<file path="src/design/tisa_pkg.sv">
package tisa_pkg;

	// configuration register indexes
	localparam logic [2:0] REG_MIN_THRUST      = 3'd0;
	localparam logic [2:0] REG_MAX_THRUST      = 3'd1;
	localparam logic [2:0] REG_IGNITION_TICKS  = 3'd2;
	localparam logic [2:0] REG_RAMP_UP_STEP    = 3'd3;
	localparam logic [2:0] REG_RAMP_DOWN_STEP  = 3'd4;
	localparam logic [2:0] REG_MAX_DEFLECTION  = 3'd5;
	localparam logic [2:0] REG_DEFLECTION_STEP = 3'd6;

	// full scale of throttle (Q0.16) and of the gimbal command (Q1.15)
	localparam logic [16:0] THROTTLE_FULL = 17'd65535;
	localparam logic [15:0] STEER_FULL    = 16'd32767;

	typedef struct packed {
		logic [15:0] min_thrust;
		logic [15:0] max_thrust;
		logic [15:0] ignition_ticks;
		logic [15:0] ramp_up_step;
		logic [15:0] ramp_down_step;
		logic [14:0] max_deflection;
		logic [15:0] deflection_step;
	} tisa_cfg_t;

	typedef struct packed {
		logic        lit;
		logic [15:0] ign_cnt;
		logic [15:0] thrust;
		logic [15:0] nozzle;
	} tisa_state_t;

	// products of one tick, taken at the input register
	typedef struct packed {
		logic [31:0] thr_prod;
		logic [29:0] noz_prod;
		logic        steer_neg;
	} tisa_prod_t;

	// slew value toward target by at most step, zero step jumps at once
	function automatic logic signed [17:0] move_toward(
		input logic signed [17:0] value,
		input logic signed [17:0] target,
		input logic [15:0]        step
	);
		logic signed [17:0] s;
		logic signed [17:0] up;
		logic signed [17:0] dn;
		s  = signed'({2'b00, step});
		up = value + s;
		dn = value - s;
		if (step == 16'd0)
			return target;
		else if (target > value)
			return (up < target) ? up : target;
		else
			return (dn > target) ? dn : target;
	endfunction

endpackage

</file>
<file path="src/design/thruster_ignition_slew_actuator.sv">
// Thruster ignition and slew actuator: each input item is one control tick
// (throttle in s_tdata[15:0], gimbal command in s_tdata[31:16]) and yields
// exactly one result item with thrust, nozzle angle and the burning flag.
// The block takes a new item every cycle while the result register can drain
// (m_tready high or no result held). An item passes the input register,
// which holds the two products, then the result register, which holds the
// updated tick state and result. The thruster state lives in registers that
// update as each item enters the result register, so ticks chain back to
// back. Configuration writes (cfg_index 0..6, data in cfg_data) are always
// accepted and must only be issued while no items are in flight.
module thruster_ignition_slew_actuator
	import tisa_pkg::*;
(
	input  logic        clk,
	input  logic        arst_n,
	input  logic        s_tvalid,
	output logic        s_tready,
	input  logic [31:0] s_tdata,   // throttle [15:0], steer_command [31:16]
	output logic        m_tvalid,
	input  logic        m_tready,
	output logic [39:0] m_tdata,   // thrust_out [15:0], nozzle_out [31:16],
	                               // burning [32], zero [39:33]
	input  logic        cfg_valid,
	output logic        cfg_ready,
	input  logic [2:0]  cfg_index,
	input  logic [15:0] cfg_data
);

	tisa_cfg_t   cfg_q;
	tisa_state_t st_q;
	tisa_state_t st_nxt;
	tisa_prod_t  prod_s1;
	tisa_prod_t  prod_in;
	logic        v_s1;
	logic        v_s2;
	logic        adv_s2;
	logic [39:0] data_s2;
	logic signed [15:0] steer_in;
	logic [14:0] steer_abs;

	// configuration registers
	assign cfg_ready = 1'b1;
	always_ff @(posedge clk or negedge arst_n) begin
		if (!arst_n) begin
			cfg_q.min_thrust      <= 16'd0;
			cfg_q.max_thrust      <= 16'hFFFF;
			cfg_q.ignition_ticks  <= 16'd0;
			cfg_q.ramp_up_step    <= 16'd0;
			cfg_q.ramp_down_step  <= 16'd0;
			cfg_q.max_deflection  <= 15'd0;
			cfg_q.deflection_step <= 16'd0;
		end else if (cfg_valid) begin
			case (cfg_index)
				REG_MIN_THRUST:      cfg_q.min_thrust      <= cfg_data;
				REG_MAX_THRUST:      cfg_q.max_thrust      <= cfg_data;
				REG_IGNITION_TICKS:  cfg_q.ignition_ticks  <= cfg_data;
				REG_RAMP_UP_STEP:    cfg_q.ramp_up_step    <= cfg_data;
				REG_RAMP_DOWN_STEP:  cfg_q.ramp_down_step  <= cfg_data;
				REG_MAX_DEFLECTION:  cfg_q.max_deflection  <= cfg_data[14:0];
				REG_DEFLECTION_STEP: cfg_q.deflection_step <= cfg_data;
				default: ;
			endcase
		end
	end

	// handshake: result register drains, input stage follows
	assign adv_s2   = !v_s2 || m_tready;
	assign s_tready = !v_s1 || adv_s2;

	// multiplies at the input, clamping the most negative command
	assign steer_in  = signed'(s_tdata[31:16]);
	assign steer_abs = (steer_in == -16'sd32768) ? 15'h7FFF :
		(steer_in[15] ? 15'(-steer_in) : steer_in[14:0]);
	assign prod_in.thr_prod  = 32'(s_tdata[15:0]) * 32'(cfg_q.max_thrust);
	assign prod_in.noz_prod  = 30'(steer_abs) * 30'(cfg_q.max_deflection);
	assign prod_in.steer_neg = steer_in[15];

	always_ff @(posedge clk or negedge arst_n) begin
		if (!arst_n) begin
			v_s1 <= 1'b0;
		end else if (s_tready) begin
			v_s1 <= s_tvalid;
		end
	end

	always_ff @(posedge clk) begin
		if (s_tready && s_tvalid) begin
			prod_s1 <= prod_in;
		end
	end

	// per-tick state update
	tisa_step u_step (
		.cfg  (cfg_q),
		.prod (prod_s1),
		.cur  (st_q),
		.nxt  (st_nxt)
	);

	always_ff @(posedge clk or negedge arst_n) begin
		if (!arst_n) begin
			st_q <= '0;
			v_s2 <= 1'b0;
		end else if (adv_s2) begin
			v_s2 <= v_s1;
			if (v_s1) begin
				st_q <= st_nxt;
			end
		end
	end

	// result register
	always_ff @(posedge clk) begin
		if (adv_s2 && v_s1) begin
			data_s2 <= {7'd0, st_nxt.lit, st_nxt.nozzle, st_nxt.thrust};
		end
	end

	assign m_tvalid = v_s2;
	assign m_tdata  = data_s2;

`ifndef SYNTHESIS
	// a lit thruster never has a countdown pending
	a_lit_no_count: assert property (@(posedge clk) disable iff (!arst_n)
		st_q.lit |-> st_q.ign_cnt == 16'd0)
		else $error("countdown pending while lit");

	// while counting down to ignition, thrust stays at zero
	a_count_at_rest: assert property (@(posedge clk) disable iff (!arst_n)
		st_q.ign_cnt != 16'd0 |-> st_q.thrust == 16'd0)
		else $error("thrust nonzero during ignition countdown");

	// a new result carries the updated burning state and thrust
	a_burning_match: assert property (@(posedge clk) disable iff (!arst_n)
		(adv_s2 && v_s1) |=> (m_tdata[32] == st_q.lit && m_tdata[15:0] == st_q.thrust))
		else $error("result does not match thruster state");

	// result valid only after an item passed the input stage
	a_no_phantom: assert property (@(posedge clk) disable iff (!arst_n)
		(adv_s2 && !v_s1) |=> !m_tvalid)
		else $error("result without item");
`endif

endmodule

</file>
<file path="src/design/tisa_step.sv">
module tisa_step
	import tisa_pkg::*;
(
	input  tisa_cfg_t   cfg,
	input  tisa_prod_t  prod,
	input  tisa_state_t cur,
	output tisa_state_t nxt
);

	logic [16:0] thr_q0;
	logic [16:0] thr_rem;
	logic [15:0] asked;
	logic [15:0] demand;
	logic [15:0] raised;
	logic [14:0] noz_q0;
	logic [15:0] noz_rem;
	logic [14:0] mag;
	logic signed [17:0] commanded;
	logic [15:0] cd_load;
	logic        lit_now;
	logic [15:0] thr_lit;
	logic [15:0] floor_v;
	logic [17:0] slew_up;
	logic [17:0] slew_dn;
	logic [17:0] slew_noz;

	// throttle * max_thrust / 65535 with one correction step
	assign thr_q0  = {1'b0, prod.thr_prod[31:16]};
	assign thr_rem = {1'b0, prod.thr_prod[15:0]} + thr_q0;
	assign asked   = (thr_rem >= THROTTLE_FULL) ? 16'(thr_q0 + 17'd1) : thr_q0[15:0];

	// demand: off below half of the floor, else clamp to floor then ceiling
	assign raised = (asked < cfg.min_thrust) ? cfg.min_thrust : asked;
	always_comb begin
		if ({asked, 1'b0} < {1'b0, cfg.min_thrust})
			demand = 16'd0;
		else if (raised > cfg.max_thrust)
			demand = cfg.max_thrust;
		else
			demand = raised;
	end

	// |command| * max_deflection / 32767 with one correction step
	assign noz_q0  = prod.noz_prod[29:15];
	assign noz_rem = {1'b0, prod.noz_prod[14:0]} + {1'b0, noz_q0};
	assign mag     = (noz_rem >= STEER_FULL) ? 15'(noz_q0 + 15'd1) : noz_q0;
	assign commanded = prod.steer_neg ? -signed'({3'b000, mag}) : signed'({3'b000, mag});

	// ignition countdown, loaded only from rest
	assign cd_load = (cur.ign_cnt == 16'd0 && cur.thrust == 16'd0) ?
		cfg.ignition_ticks : cur.ign_cnt;
	assign lit_now = cur.lit || (cd_load <= 16'd1);
	assign thr_lit = (!cur.lit && cur.thrust < cfg.min_thrust) ? cfg.min_thrust : cur.thrust;
	assign floor_v = (cfg.min_thrust < demand) ? cfg.min_thrust : demand;

	assign slew_up = move_toward(signed'({2'b00, thr_lit}), signed'({2'b00, demand}),
		cfg.ramp_up_step);
	assign slew_dn = move_toward(signed'({2'b00, cur.thrust}), 18'sd0, cfg.ramp_down_step);
	assign slew_noz = move_toward(18'(signed'(cur.nozzle)), commanded, cfg.deflection_step);

	// next state of the thruster
	always_comb begin
		nxt.nozzle = slew_noz[15:0];
		if (demand == 16'd0) begin
			nxt.lit     = 1'b0;
			nxt.ign_cnt = 16'd0;
			nxt.thrust  = slew_dn[15:0];
		end else if (lit_now) begin
			nxt.lit     = 1'b1;
			nxt.ign_cnt = 16'd0;
			nxt.thrust  = (slew_up[15:0] < floor_v) ? floor_v : slew_up[15:0];
		end else begin
			nxt.lit     = 1'b0;
			nxt.ign_cnt = cd_load - 16'd1;
			nxt.thrust  = cur.thrust;
		end
	end

endmodule
</file>
<file path="config.mk">
export PLATFORM = sky130hd
export DESIGN_NAME = thruster_ignition_slew_actuator
export DESIGN_NICKNAME = d
export VERILOG_FILES = /design/src/design/tisa_pkg.sv /design/src/design/thruster_ignition_slew_actuator.sv /design/src/design/tisa_step.sv
export SDC_FILE = /design/constraint.sdc
export NUM_CORES = 2
export LEC_CHECK = 0
export ABC_AREA = 1
export BUFFER_PORTS_ARGS = -buffer_cell sky130_fd_sc_hd__buf_4
export CORE_MARGIN = 2
export CORE_UTILIZATION = 59
export DETAILED_ROUTE_END_ITERATION = 16
export PLACE_DENSITY = 0.79
export SKIP_CTS_REPAIR_TIMING = 1
export SYNTH_ARGS = -nofsm -noshare
export SYNTH_HDL_FRONTEND = slang
export SYNTH_SLANG_ARGS = --single-unit
</file>
<file path="constraint.sdc">
create_clock -name clk -period 9.68 [get_ports clk]
set_clock_uncertainty 0.1 [all_clocks]
set_input_delay 1.936 -clock clk [delete_from_list [all_inputs] [get_ports clk]]
set_output_delay 1.936 -clock clk [all_outputs]
set_load 0.01 [all_outputs]
</file>
==> run_results.csv <==
group,metric,value,unit
logic_synthesis,synth_warnings,0,
clock_network,clock_path_buffers,3,
timing,finalSetupViolations,32,
critical_path,crit_type,"flip-flop to flip-flop",
timing,min_period,10300,ps
global_route,grt_overflow,0,
floorplan,die_w,258,um
timing,period_share,1.06,
timing,final_max_slew_viol_count,0,
global_route,grt_max_degree,102,
clock_network,cts_tree,"built",
clock_network,cts-root-buf,"clkbuf_16",
clock_network,clkSlewWorstSetupHoldPaths,60,ps
logic_synthesis,avgSynthCellArea,7.74,sq um
floorplan,die_area,66600,sq um
timing,grt_setup_unrepaired,"true",
global_route,grt_pass1_vias,32900,
floorplan,initial_core_util,0.594,
detailed_routing,drt_iter0_markers,3213,
logic_synthesis,synth_ff_type,"dfrtp_1",
min_path,hold_path_class,"flip-flop to flip-flop",
critical_path,rrSetupSlack,-620,ps
clock_network,cts.sinks,258,
critical_path,required,10070,ps
critical_path,worst_setup_path_start_kind,"flip-flop",
timing,tightest_slew,1300,ps
clock_network,clock_latency,610,ps
critical_path,critPathMaxFanout,7,
floorplan,coreArea,64100,sq um
critical_path,cpPeakStageDelay,460,ps
timing,slew_headroom,0.122,
detailed_routing,wl_per_cell,18.2,um
place,globalplace.congestion,1.03,
place,portBuffers,90,
critical_path,worstPathArrival,10690,ps
global_route,grt_pass1_wl,173,mm
global_route,track_usage,0.328,
logic_synthesis,yosys-top-cells-area,"fa_1 19%, ha_1 17%, nand2_1 11%",
logic_synthesis,syn_inst,4925,
floorplan,ios,99,
logic_synthesis,async_flop_share,0.628,
timing,layout_setup_ws,-618,ps
logic_synthesis,synth-edff-count,96,
timing,fin_tns_setup,-17260,ps
place,dp_hpwl,86.1,mm
detailed_routing,viasPerCell,5.63,
logic_synthesis,ys_types,68,
floorplan,rows,93,
logic_synthesis,yosys.area.top_type,"fa_1",
job,max_cap_violations,0,
global_route,antenna_found_initial,9,
run_status,status,"finished with violations",
clock_network,h-tree-depth,1,
floorplan,die_height,258,um
logic_synthesis,synth_seq_cells,258,
detailed_routing,via_count,33700,
logic_synthesis,synth.top_cell.area_share,0.193,
detailed_routing,antenna_left,0,
detailed_routing,routed_wl,109,mm
final_layout,nNetsFinal,6030,
timing,fmax,97.1,MHz
critical_path,crit_path_top_delay_cell,"edfxtp_1",
detailed_routing,first_pass_iters,6,
logic_synthesis,ys_seq_area_frac,0.183,
final_layout,layout-drive-gt1-share,0.107,
run_status,violations,"setup timing",
detailed_routing,drc_errors,0,
clock_network,numCtsBuffers,30,
logic_synthesis,syn_area,38100,sq um
final_layout,fillers,5308,
final_layout,synthToLayoutAreaGrowth,12.0,%
timing,final-hold-violation-count,0,
critical_path,endpoint_kind,"flip-flop",
==> cell usage in the layout, fill, tap and decap left out, drive strengths merged, types with 5 or more instances in the layout <==
cell type	instances
nand4	42
o21a	13
o21ai	308
a211oi	12
nor3	27
nor4	43
a31oi	39
a21oi	251
xnor2	38
a21o	13
clkinv	11
o21bai	42
buf	313
nor2	241
and2	5
inv	1010
o31ai	8
fa	368
nand2	1102
nand3b	8
clkbuf	39
o22ai	26
nand3	159
edfxtp	96
conb	8
dfrtp	146
ha	507
a2111oi	6
bufinv	5
or2	23
xor2	148
dfstp	16
o211ai	9
==> layer usage <==
layer | track usage | vias up | part of all wire
met5 | 0 | - | 0.00015
met4 | 0.118 | 2 | 0.041
met3 | 0.0510 | 287 | 0.095
met2 | 0.538 | 1451 | 0.46
met1 | 0.444 | 16000 | 0.40
li1 | - | 15900 | -
==> registers in the layout, indices dropped and copies added, names as in the netlist <==
name / count
v_s1: 1
st_q: 49
m_tdata: 33
cfg_q: 111
m_tvalid: 1
prod_s1: 63
==> worst max-delay path, delay by kind of cell, from the launching register on <==
family	cells	cell delay [ps]
AND/OR/NAND/NOR	28	3300
XOR/XNOR	1	110
flip-flops	1	460
AO/OA/AOI/OAI	17	3370
adder cells (fa/ha/maj)	5	1430
buffers and inverters	13	1430
==> cell families (layout without fill, tap and decap cells) <==
kind of cell	Yosys count	in the layout	share of synthesized area
XOR/XNOR	186	186	0.0427
AND/OR/NAND/NOR	1660	1660	0.182
AO/OA/AOI/OAI	755	755	0.113
other	2	11	0.000197
flip-flops	258	258	0.183
buffers and inverters	1189	1378	0.120
adder cells (fa/ha/maj)	875	875	0.360
==> Yosys cell counts, drive strengths merged, types with 96 or more instances <==
master / number
a21oi: 251
fa: 368
clkbuf: 145
o21ai: 308
edfxtp: 96
nor2: 241
ha: 507
xor2: 148
nand2: 1102
nand3: 159
dfrtp: 146
inv: 1008
==> metrics by stage <==
| stage | cells | hold slack (ps) | setup slack [ps] | util | area (sq um) |
|---|---|---|---|---|---|
| floorplan | 4931 | 353 | 13.7 | - | 38200 |
| finish | 5978 | 382 | -618 | 0.666 | 42700 |
| CTS | 5956 | 388 | -429 | 0.654 | 41900 |
| global route | 5977 | 411 | -1230 | 0.666 | 42700 |
| global placement | 5903 | 368 | -4.27 | 0.637 | 40800 |
| detailed placement | 5903 | 373 | -338 | 0.637 | 40800 |
==> worst paths after layout <==
check                                            from               endpoint  cells past startpoint
worst max-delay path            prod_s1[52]$_DFFE_PP_   st_q[19]$_DFFE_PN0P_                     64
worst min-delay path            cfg_q[43]$_DFFE_PN0P_  cfg_q[43]$_DFFE_PN0P_                      2
worst max register to register  prod_s1[52]$_DFFE_PP_   st_q[19]$_DFFE_PN0P_                     64
worst min register to register  cfg_q[43]$_DFFE_PN0P_  cfg_q[43]$_DFFE_PN0P_                      2
max in group asynchronous                      arst_n  cfg_q[21]$_DFFE_PN0P_                      2
min in group asynchronous                      arst_n  cfg_q[59]$_DFFE_PN0P_                      1
==> cell type report <==
| cell class | count | area [sq um] | area share |
|---|---|---|---|
| Antenna cell | 3 | 7.51 | 0.000176 |
| Sequential cell | 258 | 6960 | 0.163 |
| Clock buffer | 39 | 898 | 0.0210 |
| Tap cell | 855 | 1070 | 0.0251 |
| Multi-Input combinational cell | 3484 | 27200 | 0.637 |
| Inverter | 1012 | 3800 | 0.0891 |
| Timing Repair Buffer | 313 | 2540 | 0.0594 |
| Clock inverter | 14 | 208 | 0.00487 |
Power is left out: the tool's default activity adds up to more than one toggle a clock period on the data nets, which glitch-free logic cannot reach.
